==> src/nfcrc_pkg.sv <==
// shared types and constants of the response frame checker
`default_nettype none

package nfcrc_pkg;

   // input opcodes
   localparam logic [1:0] OP_STATUS = 2'd0;
   localparam logic [1:0] OP_FRAME  = 2'd1;
   localparam logic [1:0] OP_TICK   = 2'd2;

   // result status codes
   localparam logic [1:0] ST_OK      = 2'd0;
   localparam logic [1:0] ST_TIMEOUT = 2'd1;
   localparam logic [1:0] ST_INVALID = 2'd2;
   localparam logic [1:0] ST_NOSPACE = 2'd3;

   // configuration register indexes
   localparam logic [1:0] CSR_EXPECTED_COMMAND = 2'd0;
   localparam logic [1:0] CSR_MAX_PAYLOAD      = 2'd1;
   localparam logic [1:0] CSR_TIMEOUT_MS       = 2'd2;

   localparam logic [7:0]  EXPECTED_COMMAND_RESET = 8'd0;
   localparam logic [7:0]  MAX_PAYLOAD_RESET      = 8'd255;
   localparam logic [15:0] TIMEOUT_MS_RESET       = 16'd1000;

   // frame constants
   localparam logic [7:0]  PREAMBLE_BYTE = 8'h00;
   localparam logic [7:0]  START_BYTE    = 8'hFF;
   localparam logic [7:0]  TFI_TO_HOST   = 8'hD5;
   localparam logic [7:0]  LEN_OVERHEAD  = 8'd2;
   localparam logic [15:0] ELAPSED_MAX   = 16'hFFFF;

   // queue between the front and back parts
   localparam int unsigned QUEUE_DEPTH = 2;
   localparam int unsigned QUEUE_PTR_W = 1;
   localparam int unsigned QUEUE_CNT_W = 2;

   typedef enum logic [1:0] {
      KIND_STATUS = 2'd0,
      KIND_FRAME  = 2'd1,
      KIND_TICK   = 2'd2
   } kind_type;

   typedef struct packed {
      kind_type   kind;
      logic [7:0] data;
   } item_type;

   typedef struct packed {
      logic [7:0]  expected_command;
      logic [7:0]  max_payload;
      logic [15:0] timeout_ms;
   } cfg_type;

   typedef enum logic [9:0] {
      PH_WAIT  = 10'b00_0000_0001,
      PH_PRE0  = 10'b00_0000_0010,
      PH_PRE1  = 10'b00_0000_0100,
      PH_START = 10'b00_0000_1000,
      PH_LEN   = 10'b00_0001_0000,
      PH_LCS   = 10'b00_0010_0000,
      PH_TFI   = 10'b00_0100_0000,
      PH_CMD   = 10'b00_1000_0000,
      PH_DATA  = 10'b01_0000_0000,
      PH_DCS   = 10'b10_0000_0000
   } phase_type;

endpackage

`default_nettype wire

==> src/nfcrc_front.sv <==
// front part: classifies incoming items and drops the ones that do nothing
`default_nettype none

module nfcrc_front (
   input  wire logic [1:0]        req_opcode,
   input  wire logic [7:0]        req_data_byte,
   input  wire logic              req_valid,
   input  wire logic              req_stall,
   output nfcrc_pkg::item_type    item,
   output logic                   push
);
   import nfcrc_pkg::*;

   logic keep;

   always_comb begin
      item.data = req_data_byte;
      item.kind = KIND_FRAME;
      keep      = 1'b1;
      case (req_opcode)
         OP_STATUS: item.kind = KIND_STATUS;
         OP_FRAME:  item.kind = KIND_FRAME;
         OP_TICK:   item.kind = KIND_TICK;
         default:   keep      = 1'b0;   // unused opcode
      endcase
   end

   assign push = req_valid && !req_stall && keep;

endmodule

`default_nettype wire

==> src/nfcrc_queue.sv <==
// short queue of classified items between the front and back parts
`default_nettype none

module nfcrc_queue (
   input  wire logic                clock,
   input  wire logic                reset,
   input  wire logic                push,
   input  nfcrc_pkg::item_type      push_item,
   input  wire logic                pop,
   output nfcrc_pkg::item_type      head_item,
   output logic                     not_empty,
   output logic                     full
);
   import nfcrc_pkg::*;

   item_type                 entry_ff [QUEUE_DEPTH];
   logic [QUEUE_PTR_W-1:0]   wr_ptr_ff, wr_ptr_in;
   logic [QUEUE_PTR_W-1:0]   rd_ptr_ff, rd_ptr_in;
   logic [QUEUE_CNT_W-1:0]   count_ff, count_in;

   assign not_empty = (count_ff != '0);
   assign full      = (count_ff == QUEUE_CNT_W'(QUEUE_DEPTH));
   assign head_item = entry_ff[rd_ptr_ff];

   always_comb begin
      wr_ptr_in = push ? wr_ptr_ff + 1'b1 : wr_ptr_ff;
      rd_ptr_in = pop  ? rd_ptr_ff + 1'b1 : rd_ptr_ff;
      count_in  = count_ff;
      if (push && !pop) begin
         count_in = count_ff + 1'b1;
      end else if (pop && !push) begin
         count_in = count_ff - 1'b1;
      end
   end

   always_ff @(posedge clock) begin
      if (reset) begin
         wr_ptr_ff <= '0;
         rd_ptr_ff <= '0;
         count_ff  <= '0;
      end else begin
         wr_ptr_ff <= wr_ptr_in;
         rd_ptr_ff <= rd_ptr_in;
         count_ff  <= count_in;
      end
   end

   always_ff @(posedge clock) begin
      if (push) begin
         entry_ff[wr_ptr_ff] <= push_item;
      end
   end

endmodule

`default_nettype wire

==> src/nfcrc_back.sv <==
// back part: frame state machine and result register
`default_nettype none

module nfcrc_back (
   input  wire logic              clock,
   input  wire logic              reset,
   input  nfcrc_pkg::cfg_type     cfg,
   input  nfcrc_pkg::item_type    item,
   input  wire logic              item_valid,
   output logic                   pop,
   output logic                   rsp_valid,
   input  wire logic              rsp_stall,
   output logic [7:0]             rsp_payload_byte,
   output logic                   rsp_is_final,
   output logic [1:0]             rsp_status,
   output logic [7:0]             rsp_payload_length
);
   import nfcrc_pkg::*;

   phase_type   phase_ff, phase_in;
   logic [7:0]  remaining_ff, remaining_in;
   logic [7:0]  frame_length_ff, frame_length_in;
   logic [7:0]  running_sum_ff, running_sum_in;
   logic [15:0] elapsed_ff, elapsed_in;

   logic        rsp_valid_ff, rsp_valid_in;
   logic [7:0]  payload_byte_ff, payload_byte_in;
   logic        is_final_ff, is_final_in;
   logic [1:0]  status_ff, status_in;
   logic [7:0]  payload_length_ff, payload_length_in;

   logic        advance;
   logic        produce;
   logic        finish;
   logic [7:0]  cmd;
   logic [7:0]  payload_count;
   logic [7:0]  res_byte;
   logic [1:0]  res_status;
   logic [7:0]  res_length;

   assign advance       = !rsp_valid_ff || !rsp_stall;
   assign pop           = item_valid && advance;
   assign cmd           = cfg.expected_command + 8'd1;
   assign payload_count = frame_length_ff - LEN_OVERHEAD;

   always_comb begin
      phase_in        = phase_ff;
      remaining_in    = remaining_ff;
      frame_length_in = frame_length_ff;
      running_sum_in  = running_sum_ff;
      elapsed_in      = elapsed_ff;
      produce         = 1'b0;
      finish          = 1'b0;
      res_byte        = '0;
      res_status      = ST_OK;
      res_length      = '0;

      if (pop) begin
         case (item.kind)
            KIND_STATUS: begin
               remaining_in    = '0;
               frame_length_in = '0;
               running_sum_in  = '0;
               phase_in        = item.data[0] ? PH_PRE0 : PH_WAIT;
            end
            KIND_TICK: begin
               if (phase_ff == PH_WAIT) begin
                  if (cfg.timeout_ms != '0 && elapsed_ff >= cfg.timeout_ms) begin
                     finish     = 1'b1;
                     res_status = ST_TIMEOUT;
                  end else if (elapsed_ff != ELAPSED_MAX) begin
                     elapsed_in = elapsed_ff + 16'd1;
                  end
               end
            end
            KIND_FRAME: begin
               case (phase_ff)
                  PH_WAIT: ;
                  PH_PRE0: begin
                     if (item.data != PREAMBLE_BYTE) begin
                        finish     = 1'b1;
                        res_status = ST_INVALID;
                     end else begin
                        phase_in = PH_PRE1;
                     end
                  end
                  PH_PRE1: begin
                     if (item.data != PREAMBLE_BYTE) begin
                        finish     = 1'b1;
                        res_status = ST_INVALID;
                     end else begin
                        phase_in = PH_START;
                     end
                  end
                  PH_START: begin
                     if (item.data != START_BYTE) begin
                        finish     = 1'b1;
                        res_status = ST_INVALID;
                     end else begin
                        phase_in = PH_LEN;
                     end
                  end
                  PH_LEN: begin
                     frame_length_in = item.data;
                     phase_in        = PH_LCS;
                  end
                  PH_LCS: begin
                     if (frame_length_ff + item.data != 8'd0) begin
                        finish     = 1'b1;
                        res_status = ST_INVALID;
                     end else begin
                        phase_in = PH_TFI;
                     end
                  end
                  PH_TFI: begin
                     if (item.data != TFI_TO_HOST) begin
                        finish     = 1'b1;
                        res_status = ST_INVALID;
                     end else begin
                        phase_in = PH_CMD;
                     end
                  end
                  PH_CMD: begin
                     // command echo, then short length, then capacity
                     if (item.data != cmd || frame_length_ff < LEN_OVERHEAD) begin
                        finish     = 1'b1;
                        res_status = ST_INVALID;
                     end else if (payload_count > cfg.max_payload) begin
                        finish     = 1'b1;
                        res_status = ST_NOSPACE;
                     end else begin
                        remaining_in   = payload_count;
                        running_sum_in = TFI_TO_HOST + cmd;
                        phase_in       = (payload_count == '0) ? PH_DCS : PH_DATA;
                     end
                  end
                  PH_DATA: begin
                     running_sum_in = running_sum_ff + item.data;
                     remaining_in   = remaining_ff - 8'd1;
                     if (remaining_ff == 8'd1) begin
                        phase_in = PH_DCS;
                     end
                     produce  = 1'b1;
                     res_byte = item.data;
                  end
                  PH_DCS: begin
                     finish = 1'b1;
                     if (running_sum_ff + item.data != 8'd0) begin
                        res_status = ST_INVALID;
                     end else begin
                        res_status = ST_OK;
                        res_length = payload_count;
                     end
                  end
                  default: ;
               endcase
            end
            default: ;
         endcase
      end

      if (finish) begin
         produce         = 1'b1;
         phase_in        = PH_WAIT;
         remaining_in    = '0;
         frame_length_in = '0;
         running_sum_in  = '0;
         elapsed_in      = '0;
      end

      // result register holds while stalled
      if (advance) begin
         rsp_valid_in      = pop && produce;
         payload_byte_in   = res_byte;
         is_final_in       = finish;
         status_in         = res_status;
         payload_length_in = res_length;
      end else begin
         rsp_valid_in      = rsp_valid_ff;
         payload_byte_in   = payload_byte_ff;
         is_final_in       = is_final_ff;
         status_in         = status_ff;
         payload_length_in = payload_length_ff;
      end
   end

   always_ff @(posedge clock) begin
      if (reset) begin
         phase_ff        <= PH_WAIT;
         remaining_ff    <= '0;
         frame_length_ff <= '0;
         running_sum_ff  <= '0;
         elapsed_ff      <= '0;
         rsp_valid_ff    <= 1'b0;
      end else begin
         phase_ff        <= phase_in;
         remaining_ff    <= remaining_in;
         frame_length_ff <= frame_length_in;
         running_sum_ff  <= running_sum_in;
         elapsed_ff      <= elapsed_in;
         rsp_valid_ff    <= rsp_valid_in;
      end
   end

   always_ff @(posedge clock) begin
      payload_byte_ff   <= payload_byte_in;
      is_final_ff       <= is_final_in;
      status_ff         <= status_in;
      payload_length_ff <= payload_length_in;
   end

   assign rsp_valid          = rsp_valid_ff;
   assign rsp_payload_byte   = payload_byte_ff;
   assign rsp_is_final       = is_final_ff;
   assign rsp_status         = status_ff;
   assign rsp_payload_length = payload_length_ff;

endmodule

`default_nettype wire

==> src/nfc_response_frame_checker_unit.sv <==
// top level of the response frame checker
//
//   channel   direction   handshake              payload
//   req_      in          req_valid / req_stall  opcode, data_byte
//   rsp_      out         rsp_valid / rsp_stall  payload_byte, is_final, status, payload_length
//   csr_      in          csr_write_enable       index, write_data
//
// one item per cycle sustained while rsp_stall does not hold the result register; the front
// classify stage is combinational and writes each item into the queue, from whose head the
// frame state machine takes it and loads its result into the result register
// a two-item queue parts the front from the back, so req_stall rises only when the
// queue is full, which comes about only while rsp_stall holds the result register
// synchronous active-high reset clears the queue, the frame state and the result valid,
// and loads the register reset values; no clearing pass is needed
`default_nettype none

module nfc_response_frame_checker_unit (
   input  wire logic        clock,
   input  wire logic        reset,
   // input item channel
   input  wire logic        req_valid,
   output logic             req_stall,
   input  wire logic [1:0]  req_opcode,
   input  wire logic [7:0]  req_data_byte,
   // result item channel
   output logic             rsp_valid,
   input  wire logic        rsp_stall,
   output logic [7:0]       rsp_payload_byte,
   output logic             rsp_is_final,
   output logic [1:0]       rsp_status,
   output logic [7:0]       rsp_payload_length,
   // register write port
   input  wire logic        csr_write_enable,
   input  wire logic [1:0]  csr_index,
   input  wire logic [15:0] csr_write_data
);
   import nfcrc_pkg::*;

   cfg_type  cfg_ff, cfg_in;
   item_type front_item;
   item_type head_item;
   logic     push;
   logic     pop;
   logic     not_empty;
   logic     full;

   // register writes; an unknown index is ignored
   always_comb begin
      cfg_in = cfg_ff;
      if (csr_write_enable) begin
         case (csr_index)
            CSR_EXPECTED_COMMAND: cfg_in.expected_command = csr_write_data[7:0];
            CSR_MAX_PAYLOAD:      cfg_in.max_payload      = csr_write_data[7:0];
            CSR_TIMEOUT_MS:       cfg_in.timeout_ms       = csr_write_data;
            default: ;
         endcase
      end
   end

   always_ff @(posedge clock) begin
      if (reset) begin
         cfg_ff.expected_command <= EXPECTED_COMMAND_RESET;
         cfg_ff.max_payload      <= MAX_PAYLOAD_RESET;
         cfg_ff.timeout_ms       <= TIMEOUT_MS_RESET;
      end else begin
         cfg_ff <= cfg_in;
      end
   end

   // stall depends only on queue fill, never on req_valid
   assign req_stall = full;

   // decode the opcode and drop unused codes
   nfcrc_front u_front (
      .req_opcode    (req_opcode),
      .req_data_byte (req_data_byte),
      .req_valid     (req_valid),
      .req_stall     (req_stall),
      .item          (front_item),
      .push          (push)
   );

   // lets the front keep taking items while the back waits on rsp_stall
   nfcrc_queue u_queue (
      .clock     (clock),
      .reset     (reset),
      .push      (push),
      .push_item (front_item),
      .pop       (pop),
      .head_item (head_item),
      .not_empty (not_empty),
      .full      (full)
   );

   // frame checking, timeout counting and the result register
   nfcrc_back u_back (
      .clock              (clock),
      .reset              (reset),
      .cfg                (cfg_ff),
      .item               (head_item),
      .item_valid         (not_empty),
      .pop                (pop),
      .rsp_valid          (rsp_valid),
      .rsp_stall          (rsp_stall),
      .rsp_payload_byte   (rsp_payload_byte),
      .rsp_is_final       (rsp_is_final),
      .rsp_status         (rsp_status),
      .rsp_payload_length (rsp_payload_length)
   );

endmodule

`default_nettype wire

==> config.mk <==
export PLATFORM = sky130hd
export DESIGN_NAME = nfc_response_frame_checker_unit
export DESIGN_NICKNAME = d
export VERILOG_FILES = /design/src/nfcrc_pkg.sv /design/src/nfcrc_front.sv /design/src/nfcrc_queue.sv /design/src/nfcrc_back.sv /design/src/nfc_response_frame_checker_unit.sv
export SDC_FILE = /design/constraint.sdc
export NUM_CORES = 1
export LEC_CHECK = 0
export BUFFER_PORTS_ARGS = -buffer_cell sky130_fd_sc_hd__clkbuf_2
export CAP_MARGIN = 20
export CORE_MARGIN = 2
export CORE_UTILIZATION = 60
export CTS_BUF_LIST = sky130_fd_sc_hd__clkbuf_16
export DETAILED_ROUTE_END_ITERATION = 12
export GPL_TIMING_DRIVEN = 0
export MAX_ROUTING_LAYER = met4
export PLACE_DENSITY = 0.89
export SETUP_SLACK_MARGIN = 0.05
export SLEW_MARGIN = 15
export SYNTH_ARGS = -nofsm -noshare
export SYNTH_HDL_FRONTEND = slang
export SYNTH_HIERARCHICAL = 1
export SYNTH_SLANG_ARGS = --single-unit
==> constraint.sdc <==
create_clock -name clock -period 10.8 [get_ports clock]
set_clock_uncertainty 0.1 [all_clocks]
set_input_delay 0 -clock clock [delete_from_list [all_inputs] [get_ports clock]]
set_output_delay 0 -clock clock [all_outputs]
set_load 0.03 [all_outputs]
==> impl_metrics.py <==
metrics = {
    "outcome": {
        "status": "finished, final reports clean",
    },
    "pwr": {
        "ir_drop_v": 0.000105,
        "switchingPower_mw": 0.485,
        "power.density_mw_per_mm2": 161,
        "p_int_mw": 1.02,
        "combPwrFrac_pct": 25.5,
        "switching_share_pct": 32.2,
        "power_leakage_nw": 3.66,
        "p_seq_share_pct": 35.9,
        "power.share.clock_pct": 38.6,
    },
    "yosys": {
        "synth_area_leaders": "dfxtp_1, edfxtp_1, ha_1",
        "synth.distinct_cells": 75,
        "yosysMostFrequentCell": "dfxtp_1",
        "synth_common_cells": "dfxtp_1, nor2_1, nand2_1, ha_1, inv_1",
        "synth-edff-count": 39,
        "syn-num-nets": 963,
        "synth_area_leader_cell": "dfxtp_1",
        "syn-cell-area_mm2": 0.00794,
        "ys_warn_count": 6,
        "ys_ff_latch": 127,
        "yosys.area.top_type_share_pct": 22.2,
        "syn_avg_cell_area_um2": 9.03,
        "synthesis.instances": 879,
        "async_reset_ff_share_pct": 0,
        "synth_ff_type": "dfxtp_1",
        "synth-seq-area-share_pct": 36.9,
    },
    "job": {
        "maxCapViolations": 0,
    },
    "sta": {
        "maxSlewHeadroom_pct": 27.0,
        "grt_setup_unrepaired": "false",
        "worstMarginPinSlew_ns": 1.09,
        "slew_viol_final": 0,
        "final-setup-viol-count": 0,
        "post-route-period-util_pct": 44.5,
        "clock.fmax_mhz": 208,
        "hold_viol": 0,
        "fin_crit_ns": 4.80,
        "setup_tns_ns": 0,
    },
    "global_route": {
        "first_global_vias": 7417,
        "antenna_found_initial": 0,
        "grt_max_degree": 22,
        "grt-ovfl-total": 0,
        "grtUsageTotal_pct": 33.6,
        "grt_pass1_wl_um": 36600,
    },
    "finish": {
        "drive_above_1_share_pct": 12.9,
        "n_antenna_cell": 0,
        "final_net_count": 1063,
        "fillers": 884,
        "areaGrowthSynthToFinish_pct": 17.6,
        "postLayoutCellArea_mm2": 0.00934,
    },
    "critical_path": {
        "worst_ep_required_time_ns": 11.02,
        "path_max_fanout": 10,
        "end_kind": "flip-flop",
        "cp.arrival_ns": 5.02,
        "critPathLaunchType": "flip-flop",
        "path_class": "flip-flop to flip-flop",
    },
    "floorplan": {
        "core_mm2": 0.0131,
        "num_io_pins": 54,
        "dieArea_mm2": 0.0142,
        "dieWidth_um": 119,
        "rows": 42,
        "die_y_um": 119,
        "start_util_pct": 60.7,
    },
    "clocking": {
        "postCtsResizedCells": 0,
        "htree_levels": 4,
        "cts_tree": "built",
        "root_buffer": "clkbuf_16",
        "insertion_delay_ns": 0.43,
        "cts_made_buffers": 17,
        "cts.clk_slew.worst_paths_ns": 0.06,
        "clockBufferDepth": 2,
        "cts.sinks": 127,
    },
    "routing": {
        "dr.pass1.iters": 7,
        "ant_nets": 0,
        "drc_errors": 0,
        "wire_per_inst_um": 19.1,
        "drt_iter0_markers": 836,
        "vias": 7389,
        "drt_wl_total_um": 22300,
        "vias_per_cell": 6.33,
    },
    "placed_design": {
        "hpwl_um": 14500,
        "portBuffers": 45,
        "place_area_mm2": 0.00838,
        "globalplace.congestion": 0.947,
    },
    "worst_hold_path": {
        "hold_path_class": "input port to flip-flop",
    },
}
## placed cells by master, fill, tap and decap left out, drive strengths merged, types with 4 or more instances in the layout
master / n
a211o: 5
a211oi: 40
a21o: 4
a21oi: 30
and2: 12
and3b: 6
and4: 5
buf: 28
clkbuf: 86
clkinv: 7
clkinvlp: 4
dfxtp: 88
dlygate4sd3: 36
edfxtp: 39
ha: 49
inv: 51
mux2: 11
mux2i: 40
nand2: 60
nand2b: 37
nand3: 34
nand3b: 4
nand4: 15
nor2: 72
nor2b: 6
nor3: 47
nor3b: 7
nor4: 13
o2111ai: 8
o211ai: 13
o21ai: 24
or3: 11
xnor2: 35
xor2: 19
## area by class of cell
class	instances	area, µm²	share of cell area (%)
plain buffers	52	282	3.01
clock buffers	17	425	4.56
clock inverters	15	168	1.80
inverters	50	188	2.01
multi-input cells	650	4540	48.6
flip-flops and latches	127	2930	31.4
well taps	176	220	2.36
repair buffers	81	586	6.27
## logic make-up (layout without fill, tap and decap cells)
group / after synthesis / count (layout) / share of synthesized area [%]
multiplexers: 51 / 51 / 6.60
XOR/XNOR: 54 / 54 / 5.96
AND/OR/NAND/NOR: 340 / 340 / 22.3
buffers and inverters: 102 / 215 / 5.91
adder cells (fa/ha/maj): 51 / 51 / 8.23
flip-flops: 127 / 127 / 36.9
AO/OA/AOI/OAI: 154 / 154 / 14.0
## sequential cells by signal (all words and copies together), names as in the netlist, named ones only
signal                     flops
cfg_ff                        32
u_queue/entry_ff              20
u_back/elapsed_ff             16
u_back/phase_ff               10
u_back/frame_length_ff         8
u_back/remaining_ff            8
u_back/rsp_payload_byte        8
u_back/rsp_payload_length      8
u_back/running_sum_ff          8
u_back/rsp_status              2
u_queue/count_ff               2
u_back/rsp_is_final            1
u_back/rsp_valid               1
u_queue/rd_ptr_ff              1
u_queue/wr_ptr_ff              1
## routing by layer
layer	part of all wire, %	routed length [µm]	track usage (%)
met1	38	8550	39.3
met2	48	10700	53.6
met3	8.6	1930	6.32
met4	5.4	1210	20.8
met5	0	0	-
## worst paths after layout
check | startpoint | to | slack (ns) | depth (start not counted)
worst max-delay path | flip-flop | u_back/phase_ff[7] | 6.00 | 13
worst min-delay path | req_valid | u_queue/count_ff[0] | 0.17 | 6
worst max register to register | flip-flop | u_back/phase_ff[7] | 6.00 | 13
worst min register to register | u_back/running_sum_ff[2] | u_back/running_sum_ff[2] | 0.38 | 2
## through the flow
step / setup slack (ns) / utilization (%) / hold slack [ns] / cells / power [mW]
after global placement: 6.20 / 64.1 / 0.0863 / 1100 / 0.890
after global routing: 5.75 / 71.4 / 0.190 / 1168 / 1.56
after CTS: 6.22 / 71.4 / 0.151 / 1168 / 1.49
after detailed placement: 6.27 / 64.1 / 0.0908 / 1100 / 0.900
final: 6.00 / 71.4 / 0.173 / 1168 / 1.51
after floorplan: 7.04 / - / -0.0309 / 879 / 0.808
## what timing repair did
item                      CTS  global route
hold endpoints to repair   57             0
hold buffers               36             0
buffers inserted            0             0
## power groups by stage
stage / registers (mW) / clock network, mW / logic, mW
6_report: 0.541 / 0.582 / 0.383
5_1_grt: 0.544 / 0.604 / 0.409
4_1_cts: 0.540 / 0.581 / 0.366
3_5_place_dp: 0.550 / 0 / 0.351
3_3_place_gp: 0.548 / 0 / 0.342
2_1_floorplan: 0.543 / 0 / 0.265
## critical path: stages, from the launching register on
cell	delay, ns
dfxtp_1	0.31
buf_2	0.25
mux2_2	0.52
ha_1	0.29
fa_1	0.41
a211oi_1	0.30
o31ai_1	0.12
or3_1	0.32
a2111oi_0	0.57
o211ai_1	0.33
o31a_1	0.39
clkbuf_1	0.18
clkbuf_1	0.28
a211oi_1	0.31
(Power assumes the default switching activity.)
